### src/hw/rtl/mdr_pkg.sv
// mdr_pkg: shared types and constants for the multiply/divide register unit
// used by mdr_ctrl, mdr_dp and mul_div_register_unit; no dependencies
`default_nettype none

package mdr_pkg;

  // request operation codes
  typedef enum logic [0:0] {
    OP_WRITE = 1'b0,
    OP_READ  = 1'b1
  } opcode_e;

  // byte register map
  localparam logic [3:0] REG_OPA_B0 = 4'd0;
  localparam logic [3:0] REG_OPA_B1 = 4'd1;
  localparam logic [3:0] REG_OPA_B2 = 4'd2;
  localparam logic [3:0] REG_OPA_B3 = 4'd3;
  localparam logic [3:0] REG_MPY_LO = 4'd4;
  localparam logic [3:0] REG_MPY_HI = 4'd5;
  localparam logic [3:0] REG_DVS_LO = 4'd6;
  localparam logic [3:0] REG_DVS_HI = 4'd7;
  localparam logic [3:0] REG_RES_B0 = 4'd8;
  localparam logic [3:0] REG_RES_B3 = 4'd11;
  localparam logic [3:0] REG_REM_LO = 4'd12;
  localparam logic [3:0] REG_REM_HI = 4'd13;
  localparam logic [3:0] REG_MODE   = 4'd14;
  localparam logic [3:0] REG_STATUS = 4'd15;

  // divider iteration count, one quotient bit per step
  localparam int unsigned DIV_STEPS = 32;
  localparam int unsigned CNT_W     = $clog2(DIV_STEPS);

  // controller states
  typedef enum logic [2:0] {
    ST_IDLE,
    ST_MUL,
    ST_DIV_LOAD,
    ST_DIV_STEP,
    ST_DIV_FIX
  } state_e;

  // controller to datapath commands
  typedef struct packed {
    logic take;      // request accepted this cycle
    logic mul_exec;  // compute product into result
    logic div_load;  // load magnitudes, handle zero divisor
    logic div_step;  // one restoring divide step
    logic div_fix;   // apply signs, write quotient and remainder
  } cmd_t;

  // datapath to controller status
  typedef struct packed {
    logic req_mul;   // pending request starts a multiply
    logic req_div;   // pending request starts a divide
    logic div_zero;  // divisor register is zero
    logic mul_done;  // sticky multiply done flag
  } sts_t;

endpackage

`default_nettype wire

### src/hw/rtl/mdr_ctrl.sv
// mdr_ctrl: sequencing state machine, request handshake and result valid
// depends on mdr_pkg
`default_nettype none

module mdr_ctrl (
  input  wire logic         clk_i,
  input  wire logic         rst_ni,
  input  wire logic         in_valid_i,
  output logic              in_ready_o,
  output logic              out_valid_o,
  input  wire logic         out_ready_i,
  input  wire mdr_pkg::sts_t sts_i,
  output mdr_pkg::cmd_t     cmd_o
);
  import mdr_pkg::*;

  state_e           state_q, state_d;
  logic [CNT_W-1:0] cnt_q, cnt_d;
  logic             out_valid_q, out_valid_d;

  // state, step counter and result valid registers
  always_ff @(posedge clk_i or negedge rst_ni) begin
    if (!rst_ni) begin
      state_q     <= ST_IDLE;
      cnt_q       <= '0;
      out_valid_q <= 1'b0;
    end else begin
      state_q     <= state_d;
      cnt_q       <= cnt_d;
      out_valid_q <= out_valid_d;
    end
  end

  // next state and commands
  always_comb begin
    state_d    = state_q;
    cnt_d      = cnt_q;
    in_ready_o = 1'b0;
    cmd_o      = '0;
    case (state_q)
      ST_IDLE: begin
        in_ready_o = !out_valid_q || out_ready_i;
        if (in_valid_i && in_ready_o) begin
          cmd_o.take = 1'b1;
          if (sts_i.req_mul) begin
            state_d = ST_MUL;
          end else if (sts_i.req_div) begin
            state_d = ST_DIV_LOAD;
          end
        end
      end
      ST_MUL: begin
        cmd_o.mul_exec = 1'b1;
        state_d        = ST_IDLE;
      end
      ST_DIV_LOAD: begin
        cmd_o.div_load = 1'b1;
        cnt_d          = '0;
        state_d        = sts_i.div_zero ? ST_IDLE : ST_DIV_STEP;
      end
      ST_DIV_STEP: begin
        cmd_o.div_step = 1'b1;
        cnt_d          = cnt_q + CNT_W'(1);
        if (cnt_q == CNT_W'(DIV_STEPS - 1)) begin
          state_d = ST_DIV_FIX;
        end
      end
      ST_DIV_FIX: begin
        cmd_o.div_fix = 1'b1;
        state_d       = ST_IDLE;
      end
      default: begin
        state_d = ST_IDLE;
      end
    endcase
  end

  // result valid: set on accept, cleared when taken
  always_comb begin
    out_valid_d = out_valid_q;
    if (out_valid_q && out_ready_i) begin
      out_valid_d = 1'b0;
    end
    if (cmd_o.take) begin
      out_valid_d = 1'b1;
    end
  end

  assign out_valid_o = out_valid_q;

endmodule

`default_nettype wire

### src/hw/rtl/mdr_dp.sv
// mdr_dp: register file, 17x17 multiplier, radix-2 divider and read mux
// depends on mdr_pkg
`default_nettype none

module mdr_dp (
  input  wire logic          clk_i,
  input  wire logic          rst_ni,
  input  wire logic          opcode_i,
  input  wire logic [3:0]    register_index_i,
  input  wire logic [7:0]    write_data_i,
  input  wire mdr_pkg::cmd_t cmd_i,
  output mdr_pkg::sts_t      sts_o,
  output logic [7:0]         read_data_o
);
  import mdr_pkg::*;

  // architectural registers
  logic [31:0] opa_q;
  logic [15:0] mpy_q;
  logic [15:0] dvs_q;
  logic [31:0] res_q;
  logic [15:0] rem_q;
  logic        mode_q;
  logic        done_q;

  // divider working registers
  logic [31:0] quo_q;
  logic [15:0] wrem_q;
  logic [15:0] wdvs_q;
  logic        negq_q;
  logic        negr_q;
  logic [7:0]  rdata_q;

  logic               is_write;
  logic signed [16:0] mul_a, mul_b;
  logic signed [33:0] prod;
  logic               dvd_neg, dvs_neg;
  logic [31:0]        dvd_abs;
  logic [15:0]        dvs_abs;
  logic [16:0]        shifted;
  logic [17:0]        diff;
  logic [7:0]         rbyte;

  assign is_write = (opcode_i == OP_WRITE);

  // request decode for the controller
  assign sts_o.req_mul  = is_write && (register_index_i == REG_MPY_HI);
  assign sts_o.req_div  = is_write && (register_index_i == REG_DVS_HI);
  assign sts_o.div_zero = (dvs_q == 16'd0);
  assign sts_o.mul_done = done_q;

  // multiplier operands, sign or zero extended by mode
  assign mul_a = {mode_q & opa_q[15], opa_q[15:0]};
  assign mul_b = {mode_q & mpy_q[15], mpy_q};
  assign prod  = mul_a * mul_b;

  // operand magnitudes for the divider
  assign dvd_neg = mode_q & opa_q[31];
  assign dvs_neg = mode_q & dvs_q[15];
  assign dvd_abs = dvd_neg ? (32'd0 - opa_q) : opa_q;
  assign dvs_abs = dvs_neg ? (16'd0 - dvs_q) : dvs_q;

  // restoring divide step
  assign shifted = {wrem_q, quo_q[31]};
  assign diff    = {1'b0, shifted} - {2'b00, wdvs_q};

  // architectural register updates
  always_ff @(posedge clk_i or negedge rst_ni) begin
    if (!rst_ni) begin
      opa_q  <= '0;
      mpy_q  <= '0;
      dvs_q  <= '0;
      res_q  <= '0;
      rem_q  <= '0;
      mode_q <= 1'b0;
      done_q <= 1'b0;
    end else begin
      if (cmd_i.take && is_write) begin
        case (register_index_i)
          REG_OPA_B0, REG_OPA_B1, REG_OPA_B2, REG_OPA_B3: begin
            opa_q[{register_index_i[1:0], 3'b000} +: 8] <= write_data_i;
          end
          REG_MPY_LO: mpy_q[7:0]  <= write_data_i;
          REG_MPY_HI: mpy_q[15:8] <= write_data_i;
          REG_DVS_LO: dvs_q[7:0]  <= write_data_i;
          REG_DVS_HI: dvs_q[15:8] <= write_data_i;
          REG_MODE:   mode_q      <= write_data_i[0];
          default: begin
          end
        endcase
      end
      if (cmd_i.mul_exec) begin
        res_q  <= prod[31:0];
        done_q <= 1'b1;
      end
      if (cmd_i.div_load && sts_o.div_zero) begin
        res_q <= '0;
        rem_q <= opa_q[15:0];
      end
      if (cmd_i.div_fix) begin
        res_q <= negq_q ? (32'd0 - quo_q) : quo_q;
        rem_q <= negr_q ? (16'd0 - wrem_q) : wrem_q;
      end
    end
  end

  // divider working registers and read data
  always_ff @(posedge clk_i) begin
    if (cmd_i.div_load) begin
      quo_q  <= dvd_abs;
      wrem_q <= '0;
      wdvs_q <= dvs_abs;
      negq_q <= dvd_neg ^ dvs_neg;
      negr_q <= dvd_neg;
    end else if (cmd_i.div_step) begin
      if (!diff[17]) begin
        wrem_q <= diff[15:0];
        quo_q  <= {quo_q[30:0], 1'b1};
      end else begin
        wrem_q <= shifted[15:0];
        quo_q  <= {quo_q[30:0], 1'b0};
      end
    end
    if (cmd_i.take) begin
      rdata_q <= is_write ? 8'd0 : rbyte;
    end
  end

  // register read mux
  always_comb begin
    case (register_index_i) inside
      [REG_OPA_B0:REG_OPA_B3]: rbyte = opa_q[{register_index_i[1:0], 3'b000} +: 8];
      [REG_MPY_LO:REG_MPY_HI]: rbyte = mpy_q[{register_index_i[0], 3'b000} +: 8];
      [REG_DVS_LO:REG_DVS_HI]: rbyte = dvs_q[{register_index_i[0], 3'b000} +: 8];
      [REG_RES_B0:REG_RES_B3]: rbyte = res_q[{register_index_i[1:0], 3'b000} +: 8];
      [REG_REM_LO:REG_REM_HI]: rbyte = rem_q[{register_index_i[0], 3'b000} +: 8];
      REG_MODE:                rbyte = {7'd0, mode_q};
      REG_STATUS:              rbyte = {7'd0, done_q};
      default:                 rbyte = 8'd0;
    endcase
  end

  assign read_data_o = rdata_q;

endmodule

`default_nettype wire

### src/hw/rtl/mul_div_register_unit.sv
// mul_div_register_unit: top level, byte register block with multiply and divide
// depends on mdr_pkg, mdr_ctrl, mdr_dp
//
//  channel   dir  handshake                 payload
//  request   in   in_valid_i / in_ready_o   opcode_i, register_index_i, write_data_i
//  response  out  out_valid_o / out_ready_i read_data_o
//
// register reads and plain writes keep the state machine idle; a multiplier high
// byte write also runs the multiply state; a divisor high byte write runs
// load, 32 restoring divider steps and sign fix, or load only on a zero divisor.
// the response is registered at accept; a pending response holds off the next request.
// asynchronous active-low reset clears the control state and architectural registers.
`default_nettype none

module mul_div_register_unit (
  input  wire logic       clk_i,
  input  wire logic       rst_ni,
  input  wire logic       in_valid_i,
  output logic            in_ready_o,
  input  wire logic       opcode_i,
  input  wire logic [3:0] register_index_i,
  input  wire logic [7:0] write_data_i,
  output logic            out_valid_o,
  input  wire logic       out_ready_i,
  output logic [7:0]      read_data_o
);
  import mdr_pkg::*;

  cmd_t cmd;
  sts_t sts;

  // sequencing
  mdr_ctrl u_ctrl (
    .clk_i       (clk_i),
    .rst_ni      (rst_ni),
    .in_valid_i  (in_valid_i),
    .in_ready_o  (in_ready_o),
    .out_valid_o (out_valid_o),
    .out_ready_i (out_ready_i),
    .sts_i       (sts),
    .cmd_o       (cmd)
  );

  // registers and arithmetic
  mdr_dp u_dp (
    .clk_i            (clk_i),
    .rst_ni           (rst_ni),
    .opcode_i         (opcode_i),
    .register_index_i (register_index_i),
    .write_data_i     (write_data_i),
    .cmd_i            (cmd),
    .sts_o            (sts),
    .read_data_o      (read_data_o)
  );

`ifndef SYNTHESIS
  // starting a divide blocks the next request
  a_div_busy: assert property (@(posedge clk_i) disable iff (!rst_ni)
    in_valid_i && in_ready_o && (opcode_i == OP_WRITE) && (register_index_i == REG_DVS_HI)
    |=> !in_ready_o)
    else $error("request accepted while divide in progress");

  // a write request answers with zero data
  a_write_zero: assert property (@(posedge clk_i) disable iff (!rst_ni)
    in_valid_i && in_ready_o && (opcode_i == OP_WRITE)
    |=> out_valid_o && (read_data_o == 8'd0))
    else $error("write request response not zero");

  // multiply done flag is sticky
  a_done_sticky: assert property (@(posedge clk_i) disable iff (!rst_ni)
    sts.mul_done |=> sts.mul_done)
    else $error("multiply done flag cleared");

  // commands are issued only one at a time
  a_cmd_onehot: assert property (@(posedge clk_i) disable iff (!rst_ni)
    $onehot0(cmd))
    else $error("more than one datapath command active");
`endif

endmodule

`default_nettype wire
### config.mk
export PLATFORM = sky130hd
export DESIGN_NAME = mul_div_register_unit
export DESIGN_NICKNAME = d
export VERILOG_FILES = /design/src/hw/rtl/mdr_pkg.sv /design/src/hw/rtl/mdr_ctrl.sv /design/src/hw/rtl/mdr_dp.sv /design/src/hw/rtl/mul_div_register_unit.sv
export SDC_FILE = /design/constraint.sdc
export NUM_CORES = 1
export LEC_CHECK = 0
export BUFFER_PORTS_ARGS = -buffer_cell sky130_fd_sc_hd__buf_2
export CORE_UTILIZATION = 30
export CTS_CLUSTER_SIZE = 10
export DETAILED_ROUTE_END_ITERATION = 16
export GPL_TIMING_DRIVEN = 1
export HOLD_SLACK_MARGIN = 0.03
export SYNTH_ARGS = -nofsm -noshare
export SYNTH_HDL_FRONTEND = slang
export SYNTH_SLANG_ARGS = --single-unit
### constraint.sdc
create_clock -name clk_i -period 7.15 [get_ports clk_i]
set_input_delay 1.43 -clock clk_i [delete_from_list [all_inputs] [get_ports clk_i]]
set_output_delay 1.43 -clock clk_i [all_outputs]
set_load 0.02 [all_outputs]
==> results.md <==
- Leading cell type in the layout, fill and taps excluded: inv_1
- Pwr/cell area: 147 nW/um2
- Reg clk slew, reported paths: 0.08 ns
- Commonest cells after routing, fill and taps aside: inv_1, nand2_1, fa_1
- DR iter-0 viols: 1191
- Fin. max-slew vios: 0
- Area Overhead vs Synth: 8.17%
- Register area share after synthesis: 23.2%
- GRT Total Usage: 17.1%
- Worst-margin pin slew: 1.10 ns
- Core Area: 73000 um2
- Mapped Avg Cell Area: between 9 and 10 um2
- Worst skew pair latency: 0.45 ns
- Detail Route Antenna Nets: 0
- Final WL: 62.5 mm
- Cts hold-fix bufs: 0
- LEAKAGE: ~11 nW
- Synth Warn #: 0
- Startpoint Class: flop
- Dpl ws: between 0.4 and 0.5 ns
- Placer Congestion: ~0.90
- Gate Count Post-Synth: 2398
- Final hold violation count: 0
- Compound-Gate Fraction of Synth Area: a little under an eighth
- Max H-tree Level: 4
- Antenna Cells: 0
- TritonCTS Sinks: roughly 200
- Clk root buf: clkbuf_16
- Setup bufs post-CTS: 0
- Number of antenna violations at the first check in global routing: 1
- Max Root-Sink Buffers: 2
- Multi-input gate area: 15100 um2
- Reg area: between 5000 and 6000 um2
- Setup CP Type: reg2reg
- First-pass GRT wire length: 98.3 mm
- Num CTS Buffers: 17
- Total number of vias: between 15000 and 20000
- Setup-failing EPs final: 0
- RSZ-0062 raised after global routing: no
- CP Max Fanout: 19
- Vias in the first global route: 17000
- Fill cell count: between 7000 and 8000
- Min Hold Slack: ~0.48 ns
- Maximum vdd drop: 0.185 mV
- Vert. Die Dim: ~270 um
- Final worst slack: between 0.4 and 0.5 ns
- Max Cap Viol: 0
- Post-synth EDFFs: 58
- Post-synthesis mux area share: under 10%
- Critical Path Sink Type: flop
- Initial Util: ~30%
- Layout cells sized above 1: approximately 8%
- Worst EP required: between 7 and 8 ns
- Final min period: approximately 6.7 ns
- DP HPWL: about 48 mm
- Total power: around 3.5 mW
- FMAX: about 0.15 GHz
- Pin count of the biggest net entering global routing: between 60 and 70
- Post-Synth Adder-Cell Area: a little under a third
- Die area: 74800 um2
- PostCTS Resize Cnt: 0
- Rows: between 90 and 100
- Grt ovf: 0
- Avg WL per Cell: between 15 and 20 um
- Worst hold path class: reg2reg
- Largest family of logic cells by synthesized area: adder cells
- Num ports: 27
- Die X-Extent: 274 um
- Primary FF master, synth: dfrtp_1
- Buffers on Ports: 26
- Drt pass-1 iters: 5
- Worst rel slew slack: a little over a quarter
- Syn nets: 2810
- Status: finished clean
- CTS tree: done
- Drc violations: 0
- Synth Register Bits: roughly 200
- Post-Synth XOR/XNOR Area: 5.31%
- Nets: about 2800
- Yosys cell types: 76
- Async S/R FF share, synth: 62.4%
- Simple-Gate Fraction of Synth Area: about 15%
- Synthesized area: 22100 um2
- Period utilization: around 93%
- Vias per cell: ~5
- Clk_skew: approximately 0.013 ns
- Worst endpoint data arrival time: 7.00 ns
- Setup TNS: 0 ns
==> path summary, 6_finish.rpt <==
check / start / endpoint / slack, ns / depth (start not counted)
setup / recovery: u_dp.opa_q[8] / u_dp.res_q[29] / 0.49 / 20
hold / removal: u_dp.rem_q[0] / u_dp.rem_q[0] / 0.48 / 2
setup reg to reg: u_dp.opa_q[8] / u_dp.res_q[29] / 0.49 / 20
hold reg to reg: u_dp.rem_q[0] / u_dp.rem_q[0] / 0.48 / 2
max in group asynchronous: rst_ni / u_dp.res_q[5] / 4.70 / 2
min in group asynchronous: rst_ni / u_dp.dvs_q[9] / 1.04 / 1
==> layout make-up <==
| cell class | instances | area share [%] |
|---|---|---|
| Multi-Input combinational cell | 1696 | 63.0 |
| Inverter | 377 | 5.91 |
| Sequential cell | 197 | 21.5 |
| Clock inverter | 13 | 0.465 |
| Tap cell | 959 | 5.01 |
| Clock buffer | 19 | 1.85 |
| Timing Repair Buffer | 80 | 2.25 |
==> cell usage after synthesis (14+ instances only) <==
cell type,n,area (um2)
inv_1,376,1410
nand2_1,337,1260
fa_1,283,5670
o21ai_0,133,666
and2_1,130,813
dfrtp_1,123,3080
clkbuf_1,115,432
ha_1,112,1400
a21oi_1,96,480
nor2_1,93,349
xnor2_1,68,596
xor2_1,66,578
edfxtp_1,58,1740
mux2_2,32,360
mux2i_1,29,290
o31ai_1,23,173
nand3_1,21,105
o22ai_1,17,106
a21o_1,16,120
dfxtp_1,16,320
mux4_2,16,360
nand2b_1,14,87.6
nor3_1,14,70.1
==> logic make-up after synthesis <==
family                     count (synthesis)
buffers and inverters                    505
xor gates and xnor gates                 134
muxes                                     77
and+or+nand+nor                          688
DFF                                      197
AOI/OAI and AO/OA                        402
adders and majority gates                395
==> state kept, by name (all words and copies together), names as in the netlist <==
| register | cells |
|---|---|
| u_dp.opa_q | 32 |
| u_dp.quo_q | 32 |
| u_dp.res_q | 32 |
| u_dp.dvs_q | 16 |
| u_dp.mpy_q | 16 |
| u_dp.rem_q | 16 |
| u_dp.wdvs_q | 16 |
| u_dp.wrem_q | 16 |
| u_dp.read_data_o | 8 |
| u_ctrl.cnt_q | 5 |
| u_ctrl.state_q | 3 |
| u_ctrl.out_valid_o | 1 |
| u_dp.done_q | 1 |
| u_dp.mode_q | 1 |
| u_dp.negq_q | 1 |
| u_dp.negr_q | 1 |
==> stage by stage <==
| step | instance area [um2] | util (%) | instances |
|---|---|---|---|
| after global routing | 23900 | 32.8 | 3341 |
| after CTS | 23900 | 32.8 | 3341 |
| after detailed placement | 23400 | 32.0 | 3309 |
| after floorplan | 22100 | - | 2398 |
| after global placement | 23400 | 32.0 | 3309 |
| final | 23900 | 32.8 | 3341 |
==> report_power, final <==
part | internal, mW | switching, mW
clock network | 0.466 | 0.480
registers | 1.37 | 0.222
logic | 0.383 | 0.596
==> layer usage <==
metal | wire length (um) | GRT usage, % | vias up | share of wire (%)
li1 | - | - | 7664 | -
met1 | 27000 | 22.1 | 8417 | 43
met2 | 30400 | 28.7 | 438 | 49
met3 | 2860 | 2.52 | 108 | 4.6
met4 | 2260 | 6.20 | 0 | 3.6
met5 | 0 | 0 | - | 0
==> critical path, stage by stage, from the launching register on <==
cell and delay (ns):
dfrtp_1 0.95, nand2_1 0.18, fa_1 0.58, inv_1 0.05, fa_1 0.53, fa_1 0.44
fa_1 0.52, fa_1 0.55, inv_1 0.06, fa_1 0.53, inv_1 0.04, ha_1 0.38
a211oi_1 0.33, o21bai_1 0.17, nor2_1 0.17, nand4b_1 0.14, a41o_1 0.28, a21o_1 0.19
a21oi_1 0.20, xor2_1 0.17, o21ai_1 0.07
No activity file was read; power rests on OpenSTA's default activity.
